[src/hw/rtl/dnt_pkg.sv]
// shared types and codes for the directory name table
package dnt_pkg;

  // operation codes carried by an input item
  typedef enum logic [1:0] {
    OP_LOOKUP = 2'd0,
    OP_CREATE = 2'd1,
    OP_DELETE = 2'd2,
    OP_LOAD   = 2'd3
  } op_t;

  // result status codes
  typedef enum logic [1:0] {
    ST_DONE      = 2'd0,
    ST_NOT_FOUND = 2'd1,
    ST_FULL      = 2'd2
  } status_t;

  // control states
  typedef enum logic [1:0] {
    S_IDLE = 2'd0,
    S_SCAN = 2'd1,
    S_FIN  = 2'd2
  } state_t;

  // one input item
  typedef struct packed {
    logic [1:0]  operation;
    logic [63:0] name_key;
    logic [23:0] extension_key;
    logic [3:0]  load_index;
    logic [15:0] load_date;
    logic [15:0] load_time;
    logic [31:0] load_size;
    logic [31:0] load_start;
  } in_item_t;

  // one result item
  typedef struct packed {
    logic [1:0]  status;
    logic [3:0]  found_index;
    logic [31:0] found_start;
    logic [31:0] found_size;
    logic [15:0] found_date;
    logic [15:0] found_time;
    logic        exists_flag;
  } out_item_t;

  // one stored table entry
  typedef struct packed {
    logic [63:0] name;
    logic [23:0] ext;
    logic [15:0] date;
    logic [15:0] tim;
    logic [31:0] size;
    logic [31:0] start;
  } entry_t;

  localparam int unsigned EntryBits = $bits(entry_t);

endpackage

[src/hw/rtl/dnt_if.sv]
// valid/ready channel interfaces for input and result items
interface dnt_in_if;
  logic                valid;
  logic                ready;
  dnt_pkg::in_item_t   item;
  modport source (output valid, output item, input ready);
  modport sink   (input valid, input item, output ready);
endinterface

interface dnt_out_if;
  logic                valid;
  logic                ready;
  dnt_pkg::out_item_t  item;
  modport source (output valid, output item, input ready);
  modport sink   (input valid, input item, output ready);
endinterface

[src/hw/rtl/directory_name_table.sv]
// directory name table: lookup, create, delete and load over a ram-held table
// sequence: a load goes from accept straight to the result state; lookup, create and delete
//   first scan the table in index order, comparing each registered read word, and stop at
//   the first hit or after the last entry before the result is assembled
// flow: one item at a time, next accept in the cycle after the result is loaded; a result
//   is loaded only once the previous one has gone, so result stalls hold the block
// reset: synchronous active-low; per-entry valid bits clear so the table reads as zero
module directory_name_table #(
  parameter int unsigned TABLE_ENTRIES = 16
) (
  input  logic      clk,
  input  logic      rst_n,
  dnt_in_if.sink    in_ch,
  dnt_out_if.source out_ch
);
  import dnt_pkg::*;

  localparam int unsigned IW = (TABLE_ENTRIES > 1) ? $clog2(TABLE_ENTRIES) : 1;
  localparam int unsigned CW = $clog2(TABLE_ENTRIES + 1);
  localparam logic [CW-1:0] CntEnd  = CW'(TABLE_ENTRIES);
  localparam logic [CW-1:0] CntLast = CW'(TABLE_ENTRIES - 1);

  state_t            state_r, state_nxt;
  in_item_t          req_r, req_nxt;
  logic [CW-1:0]     cnt_r, cnt_nxt;
  logic              chk_vld_r;
  logic [IW-1:0]     chk_idx_r;
  logic              chk_last_r;
  logic              rd_vld_r;
  logic              hit_r, hit_nxt;
  logic [IW-1:0]     hit_idx_r, hit_idx_nxt;
  entry_t            hit_data_r, hit_data_nxt;
  logic [TABLE_ENTRIES-1:0] valid_r;
  out_item_t         out_item_r, out_item_nxt;
  logic              out_valid_r, out_valid_nxt;

  logic              rd_en;
  logic [IW-1:0]     rd_addr;
  logic              we;
  logic [IW-1:0]     waddr;
  entry_t            wdata;
  logic [EntryBits-1:0] ram_q;
  entry_t            eff;
  logic              key_match, is_free, chk_hit;
  logic              out_load;
  logic              ld_in_range;
  logic [IW-1:0]     ld_addr;
  entry_t            rep;

  // table storage
  dnt_ram #(
    .WIDTH (EntryBits),
    .DEPTH (TABLE_ENTRIES)
  ) u_ram (
    .clk   (clk),
    .we    (we),
    .waddr (waddr),
    .wdata (wdata),
    .re    (rd_en),
    .raddr (rd_addr),
    .rdata (ram_q)
  );

  // entry as seen after reset: never-written entries read as zero
  always_comb begin
    eff       = rd_vld_r ? entry_t'(ram_q) : '0;
    key_match = (eff.name == req_r.name_key) && (eff.ext == req_r.extension_key);
    is_free   = (eff.name[7:0] == 8'd0);
    chk_hit   = (op_t'(req_r.operation) == OP_CREATE) ? is_free : key_match;
  end

  assign rd_en       = (state_r == S_SCAN) && (cnt_r < CntEnd);
  assign rd_addr     = cnt_r[IW-1:0];
  assign ld_in_range = (32'(req_r.load_index) < 32'(TABLE_ENTRIES));
  assign ld_addr     = IW'(req_r.load_index);
  assign out_load    = (state_r == S_FIN) && (!out_valid_r || out_ch.ready);

  assign in_ch.ready  = (state_r == S_IDLE);
  assign out_ch.valid = out_valid_r;
  assign out_ch.item  = out_item_r;

  // next state, scan control and result assembly
  always_comb begin
    state_nxt     = state_r;
    req_nxt       = req_r;
    cnt_nxt       = cnt_r;
    hit_nxt       = hit_r;
    hit_idx_nxt   = hit_idx_r;
    hit_data_nxt  = hit_data_r;
    out_item_nxt  = out_item_r;
    out_valid_nxt = out_valid_r && !out_ch.ready;
    we            = 1'b0;
    waddr         = hit_idx_r;
    wdata         = hit_data_r;
    rep           = '0;
    unique case (state_r)
      S_IDLE: begin
        if (in_ch.valid) begin
          req_nxt = in_ch.item;
          cnt_nxt = '0;
          hit_nxt = 1'b0;
          state_nxt = (op_t'(in_ch.item.operation) == OP_LOAD) ? S_FIN : S_SCAN;
        end
      end
      S_SCAN: begin
        if (rd_en) begin
          cnt_nxt = cnt_r + CW'(1);
        end
        // compare the word read last cycle
        if (chk_vld_r) begin
          if (chk_hit) begin
            hit_nxt      = 1'b1;
            hit_idx_nxt  = chk_idx_r;
            hit_data_nxt = eff;
            state_nxt    = S_FIN;
          end else if (chk_last_r) begin
            hit_nxt   = 1'b0;
            state_nxt = S_FIN;
          end
        end
      end
      S_FIN: begin
        if (out_load) begin
          out_valid_nxt = 1'b1;
          out_item_nxt  = '0;
          unique case (op_t'(req_r.operation))
            OP_LOAD: begin
              rep.name  = req_r.name_key;
              rep.ext   = req_r.extension_key;
              rep.date  = req_r.load_date;
              rep.tim   = req_r.load_time;
              rep.size  = req_r.load_size;
              rep.start = req_r.load_start;
              we        = ld_in_range;
              waddr     = ld_addr;
              wdata     = rep;
            end
            OP_CREATE: begin
              rep      = hit_data_r;
              rep.name = req_r.name_key;
              rep.ext  = req_r.extension_key;
              we       = hit_r;
              wdata    = rep;
            end
            OP_DELETE: begin
              rep      = hit_data_r;
              rep.name = '0;
              rep.ext  = '0;
              we       = hit_r;
              wdata    = rep;
            end
            OP_LOOKUP: begin
              rep = hit_data_r;
            end
            default: begin
              rep = hit_data_r;
            end
          endcase
          // report the entry or a cleared miss
          if ((op_t'(req_r.operation) == OP_LOAD) ? ld_in_range : hit_r) begin
            out_item_nxt.status      = ST_DONE;
            out_item_nxt.found_index =
              4'((op_t'(req_r.operation) == OP_LOAD) ? ld_addr : hit_idx_r);
            out_item_nxt.found_start = rep.start;
            out_item_nxt.found_size  = rep.size;
            out_item_nxt.found_date  = rep.date;
            out_item_nxt.found_time  = rep.tim;
            out_item_nxt.exists_flag = (rep.start != 32'd0);
          end else if (op_t'(req_r.operation) == OP_CREATE) begin
            out_item_nxt.status = ST_FULL;
          end else begin
            out_item_nxt.status = ST_NOT_FOUND;
          end
          state_nxt = S_IDLE;
        end
      end
      default: begin
        state_nxt = S_IDLE;
      end
    endcase
  end

  // control registers
  always_ff @(posedge clk) begin
    if (!rst_n) begin
      state_r     <= S_IDLE;
      chk_vld_r   <= 1'b0;
      out_valid_r <= 1'b0;
      valid_r     <= '0;
      hit_r       <= 1'b0;
      cnt_r       <= '0;
    end else begin
      state_r     <= state_nxt;
      chk_vld_r   <= rd_en;
      out_valid_r <= out_valid_nxt;
      hit_r       <= hit_nxt;
      cnt_r       <= cnt_nxt;
      if (we) begin
        valid_r[waddr] <= 1'b1;
      end
    end
  end

  // payload registers
  always_ff @(posedge clk) begin
    req_r      <= req_nxt;
    hit_idx_r  <= hit_idx_nxt;
    hit_data_r <= hit_data_nxt;
    out_item_r <= out_item_nxt;
    if (rd_en) begin
      chk_idx_r  <= rd_addr;
      chk_last_r <= (cnt_r == CntLast);
      rd_vld_r   <= valid_r[rd_addr];
    end
  end

  // table writes only happen while a result is being produced
  a_write_in_fin: assert property (@(posedge clk) disable iff (!rst_n)
    we |-> out_load)
    else $error("table write outside result cycle");

  // a compare always follows a ram read issued the cycle before
  a_chk_follows_read: assert property (@(posedge clk) disable iff (!rst_n)
    chk_vld_r |-> $past(rd_en))
    else $error("compare without a preceding read");

  // table full is only ever reported for a create
  a_full_is_create: assert property (@(posedge clk) disable iff (!rst_n)
    (out_load && out_item_nxt.status == ST_FULL) |->
      (op_t'(req_r.operation) == OP_CREATE))
    else $error("table full reported for a non-create item");

  // a new result is only loaded once the previous one has gone
  a_no_overwrite: assert property (@(posedge clk) disable iff (!rst_n)
    out_load |-> (!out_valid_r || out_ch.ready))
    else $error("pending result overwritten");

  // the scan never reads past the last entry
  a_scan_bound: assert property (@(posedge clk) disable iff (!rst_n)
    rd_en |-> (cnt_r <= CntLast))
    else $error("scan read past table end");

endmodule

[src/hw/rtl/dnt_ram.sv]
// generic single-port-write, single-port-read ram with registered read
module dnt_ram #(
  parameter int unsigned WIDTH = 8,
  parameter int unsigned DEPTH = 16
) (
  input  logic                                  clk,
  input  logic                                  we,
  input  logic [(DEPTH > 1 ? $clog2(DEPTH) : 1)-1:0] waddr,
  input  logic [WIDTH-1:0]                      wdata,
  input  logic                                  re,
  input  logic [(DEPTH > 1 ? $clog2(DEPTH) : 1)-1:0] raddr,
  output logic [WIDTH-1:0]                      rdata
);

  logic [WIDTH-1:0] mem [DEPTH];

  // write port
  always_ff @(posedge clk) begin
    if (we) begin
      mem[waddr] <= wdata;
    end
  end

  // registered read port
  always_ff @(posedge clk) begin
    if (re) begin
      rdata <= mem[raddr];
    end
  end

endmodule

[src/flat_wrapper.sv]
// flat-port wrapper written by rule: the top's interface ports become plain ports
module directory_name_table_flat import dnt_pkg::*;
#(
  parameter int unsigned TABLE_ENTRIES = 16
)
  (clk, rst_n, in_ch_valid, in_ch_item, in_ch_ready, out_ch_valid, out_ch_item, out_ch_ready);
  dnt_in_if in_ch_i ();
  dnt_out_if out_ch_i ();
  input  logic clk;
  input  logic rst_n;
  input wire logic [$bits(in_ch_i.valid)-1:0] in_ch_valid;
  input wire logic [$bits(in_ch_i.item)-1:0] in_ch_item;
  output wire logic [$bits(in_ch_i.ready)-1:0] in_ch_ready;
  output wire logic [$bits(out_ch_i.valid)-1:0] out_ch_valid;
  output wire logic [$bits(out_ch_i.item)-1:0] out_ch_item;
  input wire logic [$bits(out_ch_i.ready)-1:0] out_ch_ready;
  assign in_ch_i.valid = in_ch_valid;
  assign in_ch_i.item = in_ch_item;
  assign in_ch_ready = in_ch_i.ready;
  assign out_ch_valid = out_ch_i.valid;
  assign out_ch_item = out_ch_i.item;
  assign out_ch_i.ready = out_ch_ready;
  directory_name_table #(.TABLE_ENTRIES(TABLE_ENTRIES)) u_core (.clk(clk), .rst_n(rst_n), .in_ch(in_ch_i), .out_ch(out_ch_i));
endmodule
[config.mk]
export PLATFORM = sky130hd
export DESIGN_NAME = directory_name_table_flat
export DESIGN_NICKNAME = d
export VERILOG_FILES = /design/src/hw/rtl/dnt_pkg.sv /design/src/hw/rtl/dnt_if.sv /design/src/hw/rtl/directory_name_table.sv /design/src/hw/rtl/dnt_ram.sv /design/src/flat_wrapper.sv
export SDC_FILE = /design/constraint.sdc
export NUM_CORES = 2
export LEC_CHECK = 0
export BUFFER_PORTS_ARGS = -buffer_cell sky130_fd_sc_hd__clkbuf_2
export CORE_MARGIN = 2
export CORE_UTILIZATION = 56
export DETAILED_ROUTE_END_ITERATION = 8
export PLACE_DENSITY = 0.75
export SYNTH_ARGS = -nofsm -noshare
export SYNTH_HDL_FRONTEND = slang
export SYNTH_SLANG_ARGS = --single-unit
[constraint.sdc]
create_clock -name clk -period 15.7 [get_ports clk]
set_input_delay 0.785 -clock clk [delete_from_list [all_inputs] [get_ports clk]]
set_output_delay 0.785 -clock clk [all_outputs]
set_load 0.01 [all_outputs]
# Yosys cells after proc, flatten, opt, wreduce, memory -nomap -nowiden
# Memories as Yosys holds them, arrays and structs flattened. A register that Yosys moved wholly into a read port is not among the register bits.
# Cells that the tools add are included.
# W data, S select, Z words.
[word_totals]
reg_bits = 513
ram_bits = 2944
in_bits = 194
output_inout_bits = 105
elab_cells = 111
n_memories = 1
[memory_table]
columns = ["name", "words", "word_bits", "read_ports", "rd_ports_with_merged_regs", "write_ports", "line", "rtl"]
rows = [
  ["u_core.u_ram.mem", 16, 184, 1, 1, 1, "dnt_ram.sv:15", "logic [WIDTH-1:0] mem [DEPTH];"],
]
[op_classes]
add_sub_neg = 1
magnitude_cmp = 4
eq_ne = 14
mux = 39
bitwise = 1
n_reduce_logical = 20
[op_table]
columns = ["cell", "n"]
rows = [
  ["$mux W184", 3],
  ["$pmux W184 S3", 1],
  ["$pmux W96 S4", 1],
  ["$mux W96", 2],
  ["$eq A64 B64 Y1", 1],
  ["$reduce_bool A32 Y1", 1],
  ["$eq A24 B24 Y1", 1],
  ["$or A16 B16 Y16", 1],
  ["$mux W1", 14],
  ["$mux W2", 7],
  ["$mux W4", 3],
  ["$lt A4 B5 Y1 const B", 2],
  ["$mux W5", 2],
  ["$pmux W5 S2", 1],
  ["$eq A2 B2 Y1 const B", 4],
  ["$logic_not A8 Y1", 1],
  ["$reduce_and A4 Y1", 2],
  ["$ne A2 B1 Y1 const B", 3],
  ["$pmux W2 S3", 1],
  ["$reduce_and A3 Y1", 2],
  ["$add A5 B1 Y5 const B", 1],
  ["$eq A5 B4 Y1 const B", 1],
  ["$logic_and A1 B1 Y1", 5],
  ["$lt A5 B5 Y1 const B", 1],
  ["other kinds (13)", 18],
]

# Longest topological paths before layout
[logic_depth]
depth_word = 10
ltp_mapped = 9
mapped_depth_nobuf = 8

# Hierarchy
# From an unflattened synthesis, not the netlist that was laid out.
[hier_totals]
cells_unflattened = 6619
hier_area_um2 = 139020.8
[by_module_without_submodules]
columns = ["mod", "instances", "cells_per_inst", "area_each_um2", "seq_area_each_um2"]
rows = [
  ["dnt_ram", 1, 4805, 115936.2, 93930.1],
  ["directory_name_table", 1, 1814, 23084.6, 15144.5],
]

# Worst setup path after synthesis
# OpenSTA, ideal clock, no wires.
[synth_path]
path_type = "input to register"
startpoint = "in out_ch_ready"
endpoint = "mem u_core.u_ram.mem[3][0] (netlist name) (enable)"
setup_ps = 733
arrival_time_ps = 14659
required_ps = 14967
path_slack_ps = 308
stages = 6
path_buffers = 0
path_cell_list = "nor2b_2 nor2_1 nand2_1 mux2i_1 or4_1 nor2_1"
[synth_between]
elab_chain_cells = 6
word_cells_on_any_way = 8
cone_classes = "mux (6); reduce/logical (2)"
[synth_rtl]
columns = ["item", "line", "rtl"]
rows = [
  ["start: declaration", "flat_wrapper.sv:16", "input wire logic [$bits(out_ch_i.ready)-1:0] out_ch_ready;"],
  ["$logic_or A1 B1 Y1 *", "directory_name_table.sv:76", "assign out_load = (state_r == S_FIN) && (!out_valid_r || out_ch.ready);"],
  ["$logic_and A1 B1 Y1 *", "directory_name_table.sv:76", ""],
  ["$mux W1", "directory_name_table.sv:123", "if (out_load) begin"],
  ["$mux W1", "directory_name_table.sv:96", "unique case (state_r)"],
  ["$mux W1", "dnt_ram.sv:19", "if (we) begin"],
  ["$mux W1 (not written as such)", "dnt_ram.sv:20", "mem[waddr] <= wdata;"],
  ["end: declaration", "dnt_ram.sv:15", ""],
]
# Mark *: on every way between the ends. The rest lies on a longest branch, timed or not.

# Worst setup path in the final report
[layout_path]
startpoint = "reg u_core.rd_vld_r"
endpoint = "reg u_core.hit_data_r[89] (netlist name) (enable)"
[layout_between]
elab_chain_cells = 5
word_cells_on_any_way = 7
cone_classes = "eq/ne (2); mux (2); reduce/logical (3)"
[layout_rtl]
columns = ["item", "line", "rtl"]
rows = [
  ["start: declaration", "directory_name_table.sv:29", "logic rd_vld_r;"],
  ["start signal: assignment", "directory_name_table.sv:213", "rd_vld_r <= valid_r[rd_addr];"],
  ["$mux W184 *", "directory_name_table.sv:66", "eff = rd_vld_r ? entry_t'(ram_q) : '0;"],
  ["$eq A64 B64 Y1 / $eq A24 B24 Y1 (equally long branches)", "directory_name_table.sv:67", "key_match = (eff.name == req_r.name_key) && (eff.ext == req_r.extension_key);"],
  ["$logic_and A1 B1 Y1", "directory_name_table.sv:67", ""],
  ["$mux W1 *", "directory_name_table.sv:69", "chk_hit = (op_t'(req_r.operation) == OP_CREATE) ? is_free : key_match;"],
  ["$reduce_and A3 Y1 (no source line) *", "--", ""],
  ["end signal: assignment", "directory_name_table.sv:208", "hit_data_r <= hit_data_nxt;"],
  ["end: declaration", "directory_name_table.sv:32", "entry_t hit_data_r, hit_data_nxt;"],
]
# Marks and branches as above.
# A chain may end at the register's enable or synchronous reset.

==> metrics.md <==
| Metric | Value |
|---|---|
| Status | finished clean |
| Die X | around 500 um |
| #FFs+latches synth | 3641 |
| Hold crit path type | in2reg |
| Total power | ~20 mW |
| IO Count | 299 |
| Vias in the first global route | 68700 |
| GRT Overall Usage | 27.0% |
| Period minus WS final | 6.96 ns |
| Final WS setup | 8.74 ns |
| Core Rows | roughly 180 |
| Clk pin slew, worst setup/hold paths | 0.06 ns |
| Commonest non-fill, non-tap cell in the layout | edfxtp_1 |
| H-tree levels | 5 |
| Global-route wire length before repair | approximately 480 mm |
| Post-Syn Area | 0.138 mm2 |
| Final setup viols | 0 |
| Crit path arrival time | between 7 and 8 ns |
| Number of port buffers | between 200 and 300 |
| RSZ-0062 raised after global routing | false |
| Initial antenna violation count | 16 |
| Initial core utilization | 56.3% |
| Max VDD drop | 0.135 mV |
| Hold_buf cts | approximately 120 |
| Setup TNS | 0 ns |
| Hold Fails Final Rpt | 0 |
| Setup crit end kind | flip-flop |
| Type of the worst setup path | reg2reg |
| Share of cells above drive strength 1 | 27.2% |
| Fraction of the mapped netlist area in simple logic gates | 2.77% |
| CP most frequent cell | buf_4 |
| Drt total wl | 338 mm |
| DP Area | 0.144 mm2 |
| Clock Tree Buf Depth | 4 |
| Main synth FF type | edfxtp_1 |
| DP Wirelength | roughly 170 mm |
| Mapped Cells | around 6100 |
| DIE AREA | roughly 0.25 mm2 |
| Drt first pass iters | 6 |
| Fin cells | between 10000 and 15000 |
| Type of origin of the critical path | flip-flop |
| Critical Path Fanout Max | 111 |
| Register area share after synthesis | 78.8% |
| P_leak | 49.0 nW |
| Pre-CTS setup slack | 8.91 ns |
| Post-cts resize count | 0 |
| Initial DRC Count | 9870 |
| Placed Cells incl. Taps | 9378 |
| Max incr delay on CP | about 0.92 ns |
| Part of the cycle the worst path needs | between 40% and 50% |
| Req. time, crit path | 16.25 ns |
| MaxCap Viol Count | 0 |
| Vias | 67200 |
| Total grt overflow | 0 |
| Power Dens Cells | 128 mW/mm2 |
| CP max stage cell | buf_4 |
| Total CTS buffers | between 300 and 400 |
| Clock skew | around 0.12 ns |
| Syn Nets | roughly 6300 |
| NumNets Final | 6852 |
| Max frequency | 144 MHz |
| Worst hold slack | 0.0547 ns |
| Largest family of logic cells by synthesized area | multiplexers |
| Relative slew slack | 20.9% |
| Clk_lat worst skew | 0.99 ns |
| Fill cell count | around 15000 |
| Drt wl/cell | 33.3 um |
| Largest net degree at the start of global routing | 151 |
| Compound-Gate Fraction of Synth Area | 1.33% |
| Cell area after layout | ~0.16 mm2 |
| Postcts setup bufs | 0 |
| GPL Wtd Cong | 0.876 |
| Final Core Density | a little under two thirds |
| Core area | between 0.2 and 0.25 mm2 |
| YS warnings | 0 |
| Synth Area in XOR/XNOR | 0.196% |
| CTS tree | built |
| Chip Height | between 500 and 600 um |
| Avg Inst Size Synth | around 23 um2 |
| Max Transition Viols Final | 0 |
| Crit-path cells | buf_4 > buf_4 > nor4bb_1 > a22oi_1 > a22oi_1 > and4_1 > o311a_1 > nand3_1 > a21oi_4 > buf_4 > buf_4 > buf_4 |
| Most frequent cells in the layout | edfxtp_1 (3615), mux4_2 (925), clkbuf_16 (375) |
| Mux contribution to synthesized area | 15.8% |
| DR vias/cell | 6.62 |
| Clock sink total | 3641 |
| Root Buffer | clkbuf_16 |
| Least-Margin Pin Slew | between 1 and 1.5 ns |
| Post-synth EDFFs | approximately 3600 |
| Adder-cell share of the synthesized area | less than 1% |
| Yosys cell types | 56 |
| Post-route ant nets | 0 |
| DRC | 0 |
| Area Growth Syn to Fin | 13.5% |
| FFs w/ async S/R, synth | 0% |
## synth_stat cells (all sizes together), types with 4 or more instances
cell	number	area (um2)
buf	124	624
nor2	172	646
a22o	103	902
a2111oi	5	43.8
dfxtp	26	521
o21a	16	120
nor4	28	175
nand3	93	465
edfxtp	3615	109000
o2111ai	6	52.6
nand3b	11	82.6
o21ai	36	180
xor2	12	105
a21oi	11	55.1
nand2b	15	101
nor2b	20	128
nand4	17	106
mux4	925	20800
nor3	5	25.0
o22ai	15	93.8
a31oi	5	31.3
and4	4	35.0
nor4bb	17	170
clkbuf	188	706
nand2	204	766
and3	4	25.0
inv	33	124
and2	166	1040
a2bb2oi	6	52.6
ha	7	87.6
mux2i	100	1000
xnor2	19	166
a22oi	27	203
## path summary, 6_finish.rpt
path	start	end	slack [ns]	depth (start not counted)
setup / recovery	u_core.rd_vld_r	u_core.hit_data_r[89]	8.74	12
hold / removal	in_ch_item[66]	u_core.req_r[66]	0.05	1
setup reg to reg	u_core.rd_vld_r	u_core.hit_data_r[89]	8.74	12
hold reg to reg	u_core.chk_idx_r[0]	u_core.hit_idx_r[0]	0.43	0
## worst max-delay path: cells and delay by family, from the launching register on
| kind | cells | cell delay (ns) |
|---|---|---|
| simple gates | 3 | 1.08 |
| buf+inv | 5 | 4.02 |
| compound gates | 4 | 0.98 |
| flops | 1 | 0.32 |
## sequential cells by signal (all words and copies together) (netlist names), 2 cells and up
register            flops
u_core.hit_idx_r        4
u_core.valid_r         16
u_core.u_ram.mem     2944
u_core.hit_data_r     184
u_core.chk_idx_r        4
u_core.req_r          186
u_core.u_ram.rdata    184
u_core.state_r          2
u_core.out_ch.item    103
u_core.ld_addr          4
u_core.cnt_r            5
## per-layer routing
| metal | wire length [um] | GRT usage (%) | vias to the layer above |
|---|---|---|---|
| met5 | 23 | 0 | - |
| met4 | 11400 | 8.74 | 4 |
| met3 | 38300 | 6.61 | 693 |
| met2 | 166000 | 43.6 | 4507 |
| met1 | 122000 | 36.5 | 35300 |
| li1 | - | - | 26700 |
## power breakdown
part	switching (mW)	internal [mW]	total (mW)
Combinational	0.354	0.309	0.663
Clock	3.60	5.18	8.78
Sequential	0.0716	10.7	10.7
Total	4.03	16.2	20.2
## final cells by class
cell class              instances  area, um2  share of cell area (%)
flip-flops and latches       3641     109000                    69.5
inverters                      33        124                  0.0789
clock inverters               215       2380                    1.52
repair buffers                533       3750                    2.39
clock buffers                 431       9590                    6.11
diodes                          4       10.0                 0.00637
well taps                    3220       4030                    2.57
multi-input cells            2072      28100                    17.9
## kinds of logic after synthesis
family	after synthesis
AOI/OAI and AO/OA	242
xor gates and xnor gates	31
adders and majority gates	7
buffers and inverters	345
DFF	3641
muxes	1026
and+or+nand+nor	766
Note: power is estimated with default switching activity, not from simulation.
